===== src/design/pmc_pkg.sv =====
// shared types, widths and codes of the polyline maximum curvature block
package pmc_pkg;

    localparam int FRAC_BITS  = 16;
    localparam int XW         = 32;
    localparam int MW         = XW + 1;
    localparam int PW         = 2 * MW;
    localparam int SW         = PW;
    localparam int RW         = SW / 2;
    localparam int CW         = PW;
    localparam int DENW       = 3 * RW + 1;
    localparam int QW         = 32;
    localparam int REM_W      = DENW + QW + 1;
    localparam int NUM_SHIFT  = 2 * FRAC_BITS + 1;
    localparam int SREM_W     = RW + 3;
    localparam int MUL_STEPS  = 9;
    localparam int SQRT_STEPS = RW;
    localparam int DIV_STEPS  = QW;
    localparam int CNT_W      = $clog2(SQRT_STEPS + 1);

    typedef enum logic [3:0] {
        MOP_NONE,
        MOP_DX1,
        MOP_DY1,
        MOP_DX2,
        MOP_DY2,
        MOP_DX3,
        MOP_DY3,
        MOP_P1,
        MOP_P2,
        MOP_AB,
        MOP_ABLO,
        MOP_ABHI
    } t_mop;

    typedef enum logic [3:0] {
        ST_IDLE,
        ST_MUL,
        ST_CHECK,
        ST_SQRT,
        ST_AB,
        ST_ABW,
        ST_LO,
        ST_HI,
        ST_DENW,
        ST_DIVI,
        ST_DIV,
        ST_FIN
    } t_state;

    typedef struct packed {
        logic load;
        t_mop mop;
        logic check;
        logic sqrt_step;
        logic div_init;
        logic div_step;
        logic div_last;
        logic emit;
    } t_cmd;

    typedef struct packed {
        logic window;
        logic zero_side;
        logic div_ovf;
        logic last;
    } t_sts;

    typedef struct packed {
        logic          neg;
        logic [MW-1:0] mag;
    } t_diff;

    function automatic t_diff sub_mag(input logic [XW-1:0] a, input logic [XW-1:0] b);
        logic signed [MW-1:0] d;
        t_diff r;
        d = $signed({a[XW-1], a}) - $signed({b[XW-1], b});
        r.neg = d[MW-1];
        r.mag = d[MW-1] ? MW'(-d) : MW'(d);
        return r;
    endfunction

endpackage


===== src/design/pmc_ctrl.sv =====
// sequencer for window evaluation, square roots and division
module pmc_ctrl (
    input  logic          i_clk,
    input  logic          i_rst_n,
    input  logic          i_in_valid,
    output logic          o_in_ready,
    output logic          o_out_valid,
    input  logic          i_out_ready,
    input  pmc_pkg::t_sts i_sts,
    output pmc_pkg::t_cmd o_cmd
);
    pmc_pkg::t_state r_state, n_state;
    logic [pmc_pkg::CNT_W-1:0] r_cnt, n_cnt;
    logic r_out_valid, n_out_valid;
    logic accept, slot_free;

    assign o_in_ready  = (r_state == pmc_pkg::ST_IDLE);
    assign accept      = i_in_valid && o_in_ready;
    assign slot_free   = !r_out_valid || i_out_ready;
    assign o_out_valid = r_out_valid;

    always_comb begin
        n_state = r_state;
        n_cnt   = r_cnt;
        case (r_state)
            pmc_pkg::ST_IDLE: begin
                n_cnt = '0;
                if (accept) begin
                    n_state = i_sts.window ? pmc_pkg::ST_MUL : pmc_pkg::ST_FIN;
                end
            end
            pmc_pkg::ST_MUL: begin
                n_cnt = r_cnt + 1'b1;
                if (r_cnt == pmc_pkg::CNT_W'(pmc_pkg::MUL_STEPS - 1)) begin
                    n_state = pmc_pkg::ST_CHECK;
                end
            end
            pmc_pkg::ST_CHECK: begin
                n_cnt   = '0;
                n_state = i_sts.zero_side ? pmc_pkg::ST_FIN : pmc_pkg::ST_SQRT;
            end
            pmc_pkg::ST_SQRT: begin
                n_cnt = r_cnt + 1'b1;
                if (r_cnt == pmc_pkg::CNT_W'(pmc_pkg::SQRT_STEPS - 1)) begin
                    n_state = pmc_pkg::ST_AB;
                end
            end
            pmc_pkg::ST_AB:   n_state = pmc_pkg::ST_ABW;
            pmc_pkg::ST_ABW:  n_state = pmc_pkg::ST_LO;
            pmc_pkg::ST_LO:   n_state = pmc_pkg::ST_HI;
            pmc_pkg::ST_HI:   n_state = pmc_pkg::ST_DENW;
            pmc_pkg::ST_DENW: n_state = pmc_pkg::ST_DIVI;
            pmc_pkg::ST_DIVI: begin
                n_cnt   = '0;
                n_state = i_sts.div_ovf ? pmc_pkg::ST_FIN : pmc_pkg::ST_DIV;
            end
            pmc_pkg::ST_DIV: begin
                n_cnt = r_cnt + 1'b1;
                if (r_cnt == pmc_pkg::CNT_W'(pmc_pkg::DIV_STEPS - 1)) begin
                    n_state = pmc_pkg::ST_FIN;
                end
            end
            pmc_pkg::ST_FIN: begin
                if (!i_sts.last || slot_free) begin
                    n_state = pmc_pkg::ST_IDLE;
                end
            end
            default: n_state = pmc_pkg::ST_IDLE;
        endcase
    end

    always_comb begin
        o_cmd = '0;
        o_cmd.mop = pmc_pkg::MOP_NONE;
        case (r_state)
            pmc_pkg::ST_IDLE: o_cmd.load = accept;
            pmc_pkg::ST_MUL: begin
                case (r_cnt)
                    pmc_pkg::CNT_W'(0): o_cmd.mop = pmc_pkg::MOP_DX1;
                    pmc_pkg::CNT_W'(1): o_cmd.mop = pmc_pkg::MOP_DY1;
                    pmc_pkg::CNT_W'(2): o_cmd.mop = pmc_pkg::MOP_DX2;
                    pmc_pkg::CNT_W'(3): o_cmd.mop = pmc_pkg::MOP_DY2;
                    pmc_pkg::CNT_W'(4): o_cmd.mop = pmc_pkg::MOP_DX3;
                    pmc_pkg::CNT_W'(5): o_cmd.mop = pmc_pkg::MOP_DY3;
                    pmc_pkg::CNT_W'(6): o_cmd.mop = pmc_pkg::MOP_P1;
                    pmc_pkg::CNT_W'(7): o_cmd.mop = pmc_pkg::MOP_P2;
                    default:            o_cmd.mop = pmc_pkg::MOP_NONE;
                endcase
            end
            pmc_pkg::ST_CHECK: o_cmd.check     = 1'b1;
            pmc_pkg::ST_SQRT:  o_cmd.sqrt_step = 1'b1;
            pmc_pkg::ST_AB:    o_cmd.mop       = pmc_pkg::MOP_AB;
            pmc_pkg::ST_LO:    o_cmd.mop       = pmc_pkg::MOP_ABLO;
            pmc_pkg::ST_HI:    o_cmd.mop       = pmc_pkg::MOP_ABHI;
            pmc_pkg::ST_DIVI:  o_cmd.div_init  = 1'b1;
            pmc_pkg::ST_DIV: begin
                o_cmd.div_step = 1'b1;
                o_cmd.div_last = (r_cnt == pmc_pkg::CNT_W'(pmc_pkg::DIV_STEPS - 1));
            end
            pmc_pkg::ST_FIN:   o_cmd.emit = i_sts.last && slot_free;
            default: ;
        endcase
    end

    always_comb begin
        n_out_valid = r_out_valid;
        if (o_cmd.emit) begin
            n_out_valid = 1'b1;
        end else if (i_out_ready) begin
            n_out_valid = 1'b0;
        end
    end

    always_ff @(posedge i_clk) begin
        if (!i_rst_n) begin
            r_state     <= pmc_pkg::ST_IDLE;
            r_cnt       <= '0;
            r_out_valid <= 1'b0;
        end else begin
            r_state     <= n_state;
            r_cnt       <= n_cnt;
            r_out_valid <= n_out_valid;
        end
    end
endmodule


===== config.mk =====
export PLATFORM = sky130hd
export DESIGN_NAME = pmc_ctrl
export DESIGN_NICKNAME = d
export VERILOG_FILES = /design/src/design/pmc_pkg.sv /design/src/design/pmc_ctrl.sv
export SDC_FILE = /design/constraint.sdc
export NUM_CORES = 1
export LEC_CHECK = 0
export BUFFER_PORTS_ARGS = -buffer_cell sky130_fd_sc_hd__buf_2
export CAP_MARGIN = 0
export CELL_PAD_IN_SITES_DETAIL_PLACEMENT = 1
export CELL_PAD_IN_SITES_GLOBAL_PLACEMENT = 1
export CORE_UTILIZATION = 42
export DETAILED_ROUTE_END_ITERATION = 10
export GPL_ROUTABILITY_DRIVEN = 0
export PLACE_DENSITY = 0.84
export SLEW_MARGIN = 20
export SYNTH_ARGS = -nofsm -noshare
export SYNTH_HDL_FRONTEND = slang
export SYNTH_SLANG_ARGS = --single-unit

===== constraint.sdc =====
create_clock -name i_clk -period 4.3 [get_ports i_clk]
set_input_delay 0.86 -clock i_clk [delete_from_list [all_inputs] [get_ports i_clk]]
set_output_delay 0.86 -clock i_clk [all_outputs]
set_load 0.01 [all_outputs]

# Word-level counts from Yosys, hierarchy flattened
# Memory sizes are Yosys's and may differ from the RTL's. A register that Yosys moved wholly into a read port is not among the register bits.
# Index checks and enable logic that the tools add are counted.
# W data, S select, Z words.
# word_totals
output_inout_bits,13
memories,1
latch_bits,0
word_cells,59
rom_bits,32
ram_bits,0
register_bits,11
# memory_table
name,depth,width,read_ports,rd_ports_with_merged_regs,write_ports,line,rtl
(name not given),8,4,1,1,0,pmc_ctrl.sv:78,case (r_cnt)
# op_classes
n_bitwise,0
muxes,22
n_shift,0
div,0
n_reduce_logical,13
multipliers,0
n_eq_ne,19
magnitude_cmp,0
addsub,1
# ops
operator,n
$pmux W4 S12,1
$mux W4,8
$eq A4 B3 Y1 const B,4
$eq A4 B4 Y1 const B,4
$pmux W4 S4,1
$pmux W6 S2,1
$eq A4 B2 Y1 const B,2
$mux W1,8
$ne A2 B2 Y1 const B,4
$add A6 B1 Y6 const B,1
$eq A6 B4 Y1 const B,1
$eq A6 B5 Y1 const B,1
$eq A6 B6 Y1 const B,1
$mux W3,2
$reduce_or A3 Y1,2
$reduce_and A5 Y1,1
$eq A4 B1 Y1 const B,1
$logic_not A4 Y1,1
$reduce_bool A2 Y1,2
$logic_not A3 Y1,1
$logic_and A1 B1 Y1,2
$logic_not A1 Y1,2
$logic_or A1 B1 Y1,2
$mux W2,1
$ne A2 B1 Y1 const B,1

# Logic depth before layout (Yosys ltp)
# logic_depth
ltp_word,5
mapped_depth,8
depth_no_buf,7

# Worst setup path before layout
# No wires, ideal clock.
# synth_path
path_type,register -> output
start,register r_state[0]
end,output o_cmd[6] in the netlist's numbering
t_arrival_ns,1.332
n_path_buf,1
path_stages_with_launch,6
setup_slack_ns,2.108
required_ns,3.440
cell_sequence,dfxtp_1 buf_2 nand2b_1 nor4_1 nand3b_1 a21oi_1
# synth_lines
element,line,rtl
start: declaration,pmc_ctrl.sv:12,"pmc_pkg::t_state r_state, n_state;"
start signal: assignment,pmc_ctrl.sv:116,r_state <= pmc_pkg::ST_IDLE;
start signal: assignment,pmc_ctrl.sv:120,r_state <= n_state;
end: declaration,pmc_ctrl.sv:10,output pmc_pkg::t_cmd o_cmd

==> results.py <==
metrics = {
    "job": {
        "max_cap_viol_count": 0,
    },
    "clock_tree": {
        "ctsRootBufferMaster": "clkbuf_4",
        "cts_tree": "built",
        "cts_buffers": 3,
        "setup_fix_buffers_added_after_clock_tree_synthesis": 0,
        "tritoncts_num_sinks": 15,
        "cts.htree.levels": 1,
        "clock_insertion_delay_worst_skew_ns": 0.29,
        "clock_path_buffers": 2,
        "cts-resized-gates": 0,
        "clkSlewWorstSetupHoldPaths_ns": 0.10,
        "hold_buffers": 0,
    },
    "timing": {
        "final_max_slew_viol_count": 0,
        "report.final.setup_viol": 0,
        "unrepaired_setup_endpoints_after_global_routing": "no",
        "fmaxAchievable_mhz": 339.4,
        "timing_worst_slew_pin_value_ns": 0.6782,
        "min_period_ns": 2.947,
        "clock_skew_ns": 0.003772,
        "final.hold.worst_slack_ns": 0.5655,
        "hold_viol": 0,
        "fin_setup_tns_ns": 0,
        "final_worst_path_period_share": 0.6852,
        "max-slew-margin-rel": 0.5472,
    },
    "worst_setup_path": {
        "worst-setup-path-type": "reg2out",
        "start_point_of_the_critical_path": "r_state[1]",
        "crit_required_ns": 3.44,
        "cp.arrival_ns": 2.09,
        "r2r_setup_slack_ns": 1.93,
        "worst_setup_path_endpoint": "o_cmd[7]",
        "crit_fanout": 17,
        "startpoint_type": "flip-flop",
        "timing.rr.start": "r_state[2]",
        "worst_r2r_path_depth": 7,
        "crit_path_end_kind": "output port",
    },
    "yosys": {
        "synth_cell_types": 47,
        "synth-seq-area-share": 0.2827,
        "synth_warnings": 0,
        "synth_nets": 147,
        "async_reset_ff_frac": 0,
        "syn_area_per_cell_um2": 7.811,
        "syn-cell-area_mm2": 0.001062,
        "postSynthCellCount": 136,
        "yosys_register_bits": 15,
        "ys.flop_type": "dfxtp_1",
        "synth_edf_count": 0,
    },
    "floorplan": {
        "fp-row-count": 17,
        "dieHeight_um": 52.29,
        "fp.coreArea_mm2": 0.002297,
        "initial_utilization": 0.4624,
        "die_area_mm2": 0.002734,
        "boundaryPins": 21,
        "die_w_um": 52.29,
    },
    "global_route": {
        "initial_antenna_violation_count": 0,
        "grtUsageTotal": 0.2471,
        "grt_first_pass_wirelength_mm": 4.933,
        "vias_in_the_first_global_route": 1029,
        "globalRoute.totalOverflow": 0,
        "pin_count_of_the_biggest_net_entering_global_routing": 21,
    },
    "route": {
        "num_vias": 1091,
        "drc_violations_left": 0,
        "wl_per_cell_um": 16.63,
        "number_of_nets_still_failing_antenna_checks_after_routing": 0,
        "drt_first_pass_iters": 4,
        "detail_route.iter0.violations": 21,
        "vias_per_cell": 6.199,
        "wl_mm": 2.926,
    },
    "layout": {
        "finish.instance_area_mm2": 0.001162,
        "layout_commonest_cell": "buf_2",
        "combined_area_of_the_multi_input_logic_cells_um2": 676.9,
        "syn_to_final_growth_pct": 9.422,
        "num-fill-cells": 315,
        "most-common-layout-cells": "20 x buf_2, 15 x dfxtp_1, 9 x a21oi_1",
        "layout-drive-gt1-share": 0.1622,
        "regArea_um2": 300.3,
        "insertedDiodeCount": 0,
        "final_stage_net_count": 160,
    },
    "placed_design": {
        "placed_instance_area_mm2": 0.001135,
        "count_of_input_and_output_buffers": 20,
        "dp.final_hpwl_mm": 2.126,
    },
    "power": {
        "p_per_area_mw_per_mm2": 560.8,
        "vdd.ir_drop.worst_v": 0.0003201,
        "static_leakage_nw": 0.4896,
    },
    "hold_path": {
        "worstHoldPathCells": 2,
        "worst_hold_path_type": "reg2reg",
    },
    "run_status": {
        "outcome": "finished clean",
    },
}
[power breakdown]
group	switching [W]	internal [W]	total [W]
clock	0.0000512	0.0000346	0.0000858
combinational	0.000182	0.000139	0.000321
sequential	0.0000767	0.000168	0.000245
total	0.000310	0.000342	0.000652
[routing by layer]
metal	part of all wire	up-vias	GRT usage
met5	0	-	0
met1	0.47	514	0.3368
met3	0.049	6	0.03478
met2	0.46	40	0.3734
met4	0.016	0	0.1272
li1	-	531	-
[cells by family after synthesis]
kind of cell,count (synthesis),share of synthesized area
AOI/OAI and AO/OA,38,0.2509
xor gates and xnor gates,2,0.01649
adders and majority gates,3,0.03534
buffers and inverters,18,0.08009
DFF,15,0.2827
muxes,1,0.009423
and+or+nand+nor,59,0.3251
[stage by stage]
step	cells	power, W	util	setup slack, ns
finish	176	0.0006519	0.5060	1.353
CTS	176	0.0006514	0.5060	1.344
floorplan	136	0.0004811	-	2.108
detailed placement	172	0.0005632	0.4940	1.710
global placement	172	0.0005440	0.4940	1.916
global route	176	0.0007008	0.5060	1.138
[cell usage after synthesis, drive strengths merged (2+ instances only)]
cell type | count | area [um2]
dfxtp | 15 | 300.3
a21oi | 9 | 45.04
nor2 | 8 | 30.03
buf | 7 | 43.79
nand2 | 7 | 26.28
nand2b | 7 | 43.79
nor3 | 7 | 35.03
inv | 6 | 22.52
and3 | 5 | 31.28
clkbuf | 5 | 18.77
nand3b | 4 | 30.03
o21ai | 4 | 20.02
a31oi | 3 | 18.77
ha | 3 | 37.54
nand3 | 3 | 15.01
nand4 | 3 | 18.77
nor2b | 3 | 18.77
o21a | 3 | 22.52
a21boi | 2 | 15.01
a21o | 2 | 15.01
a32oi | 2 | 17.52
nand4bb | 2 | 22.52
nor3b | 2 | 15.01
nor4 | 2 | 12.51
o31ai | 2 | 15.01
[cell type report]
class / count / area share
Clock buffer: 3 / 0.01938
Clock inverter: 1 / 0.004306
Inverter: 6 / 0.01938
Multi-Input combinational cell: 103 / 0.5823
Sequential cell: 15 / 0.2583
Tap cell: 28 / 0.03014
Timing Repair Buffer: 20 / 0.08611
[worst min path at each step]
stage / from / end / slack [ns]
floorplan: r_cnt[4] / r_cnt[4] / 0.52
global placement: o_out_valid / o_out_valid / 0.53
detailed placement: o_out_valid / o_out_valid / 0.55
CTS: o_out_valid / o_out_valid / 0.56
global route: o_out_valid / o_out_valid / 0.62
finish: o_out_valid / o_out_valid / 0.57
[critical path, cell delays in order (launching register included)]
cell and delay, ns:
dfxtp_1 0.51, nand2b_1 0.29, nor4_1 0.52, nand3b_1 0.15
a21oi_1 0.17, buf_2 0.15
No activity file was read; power rests on OpenSTA's default activity.
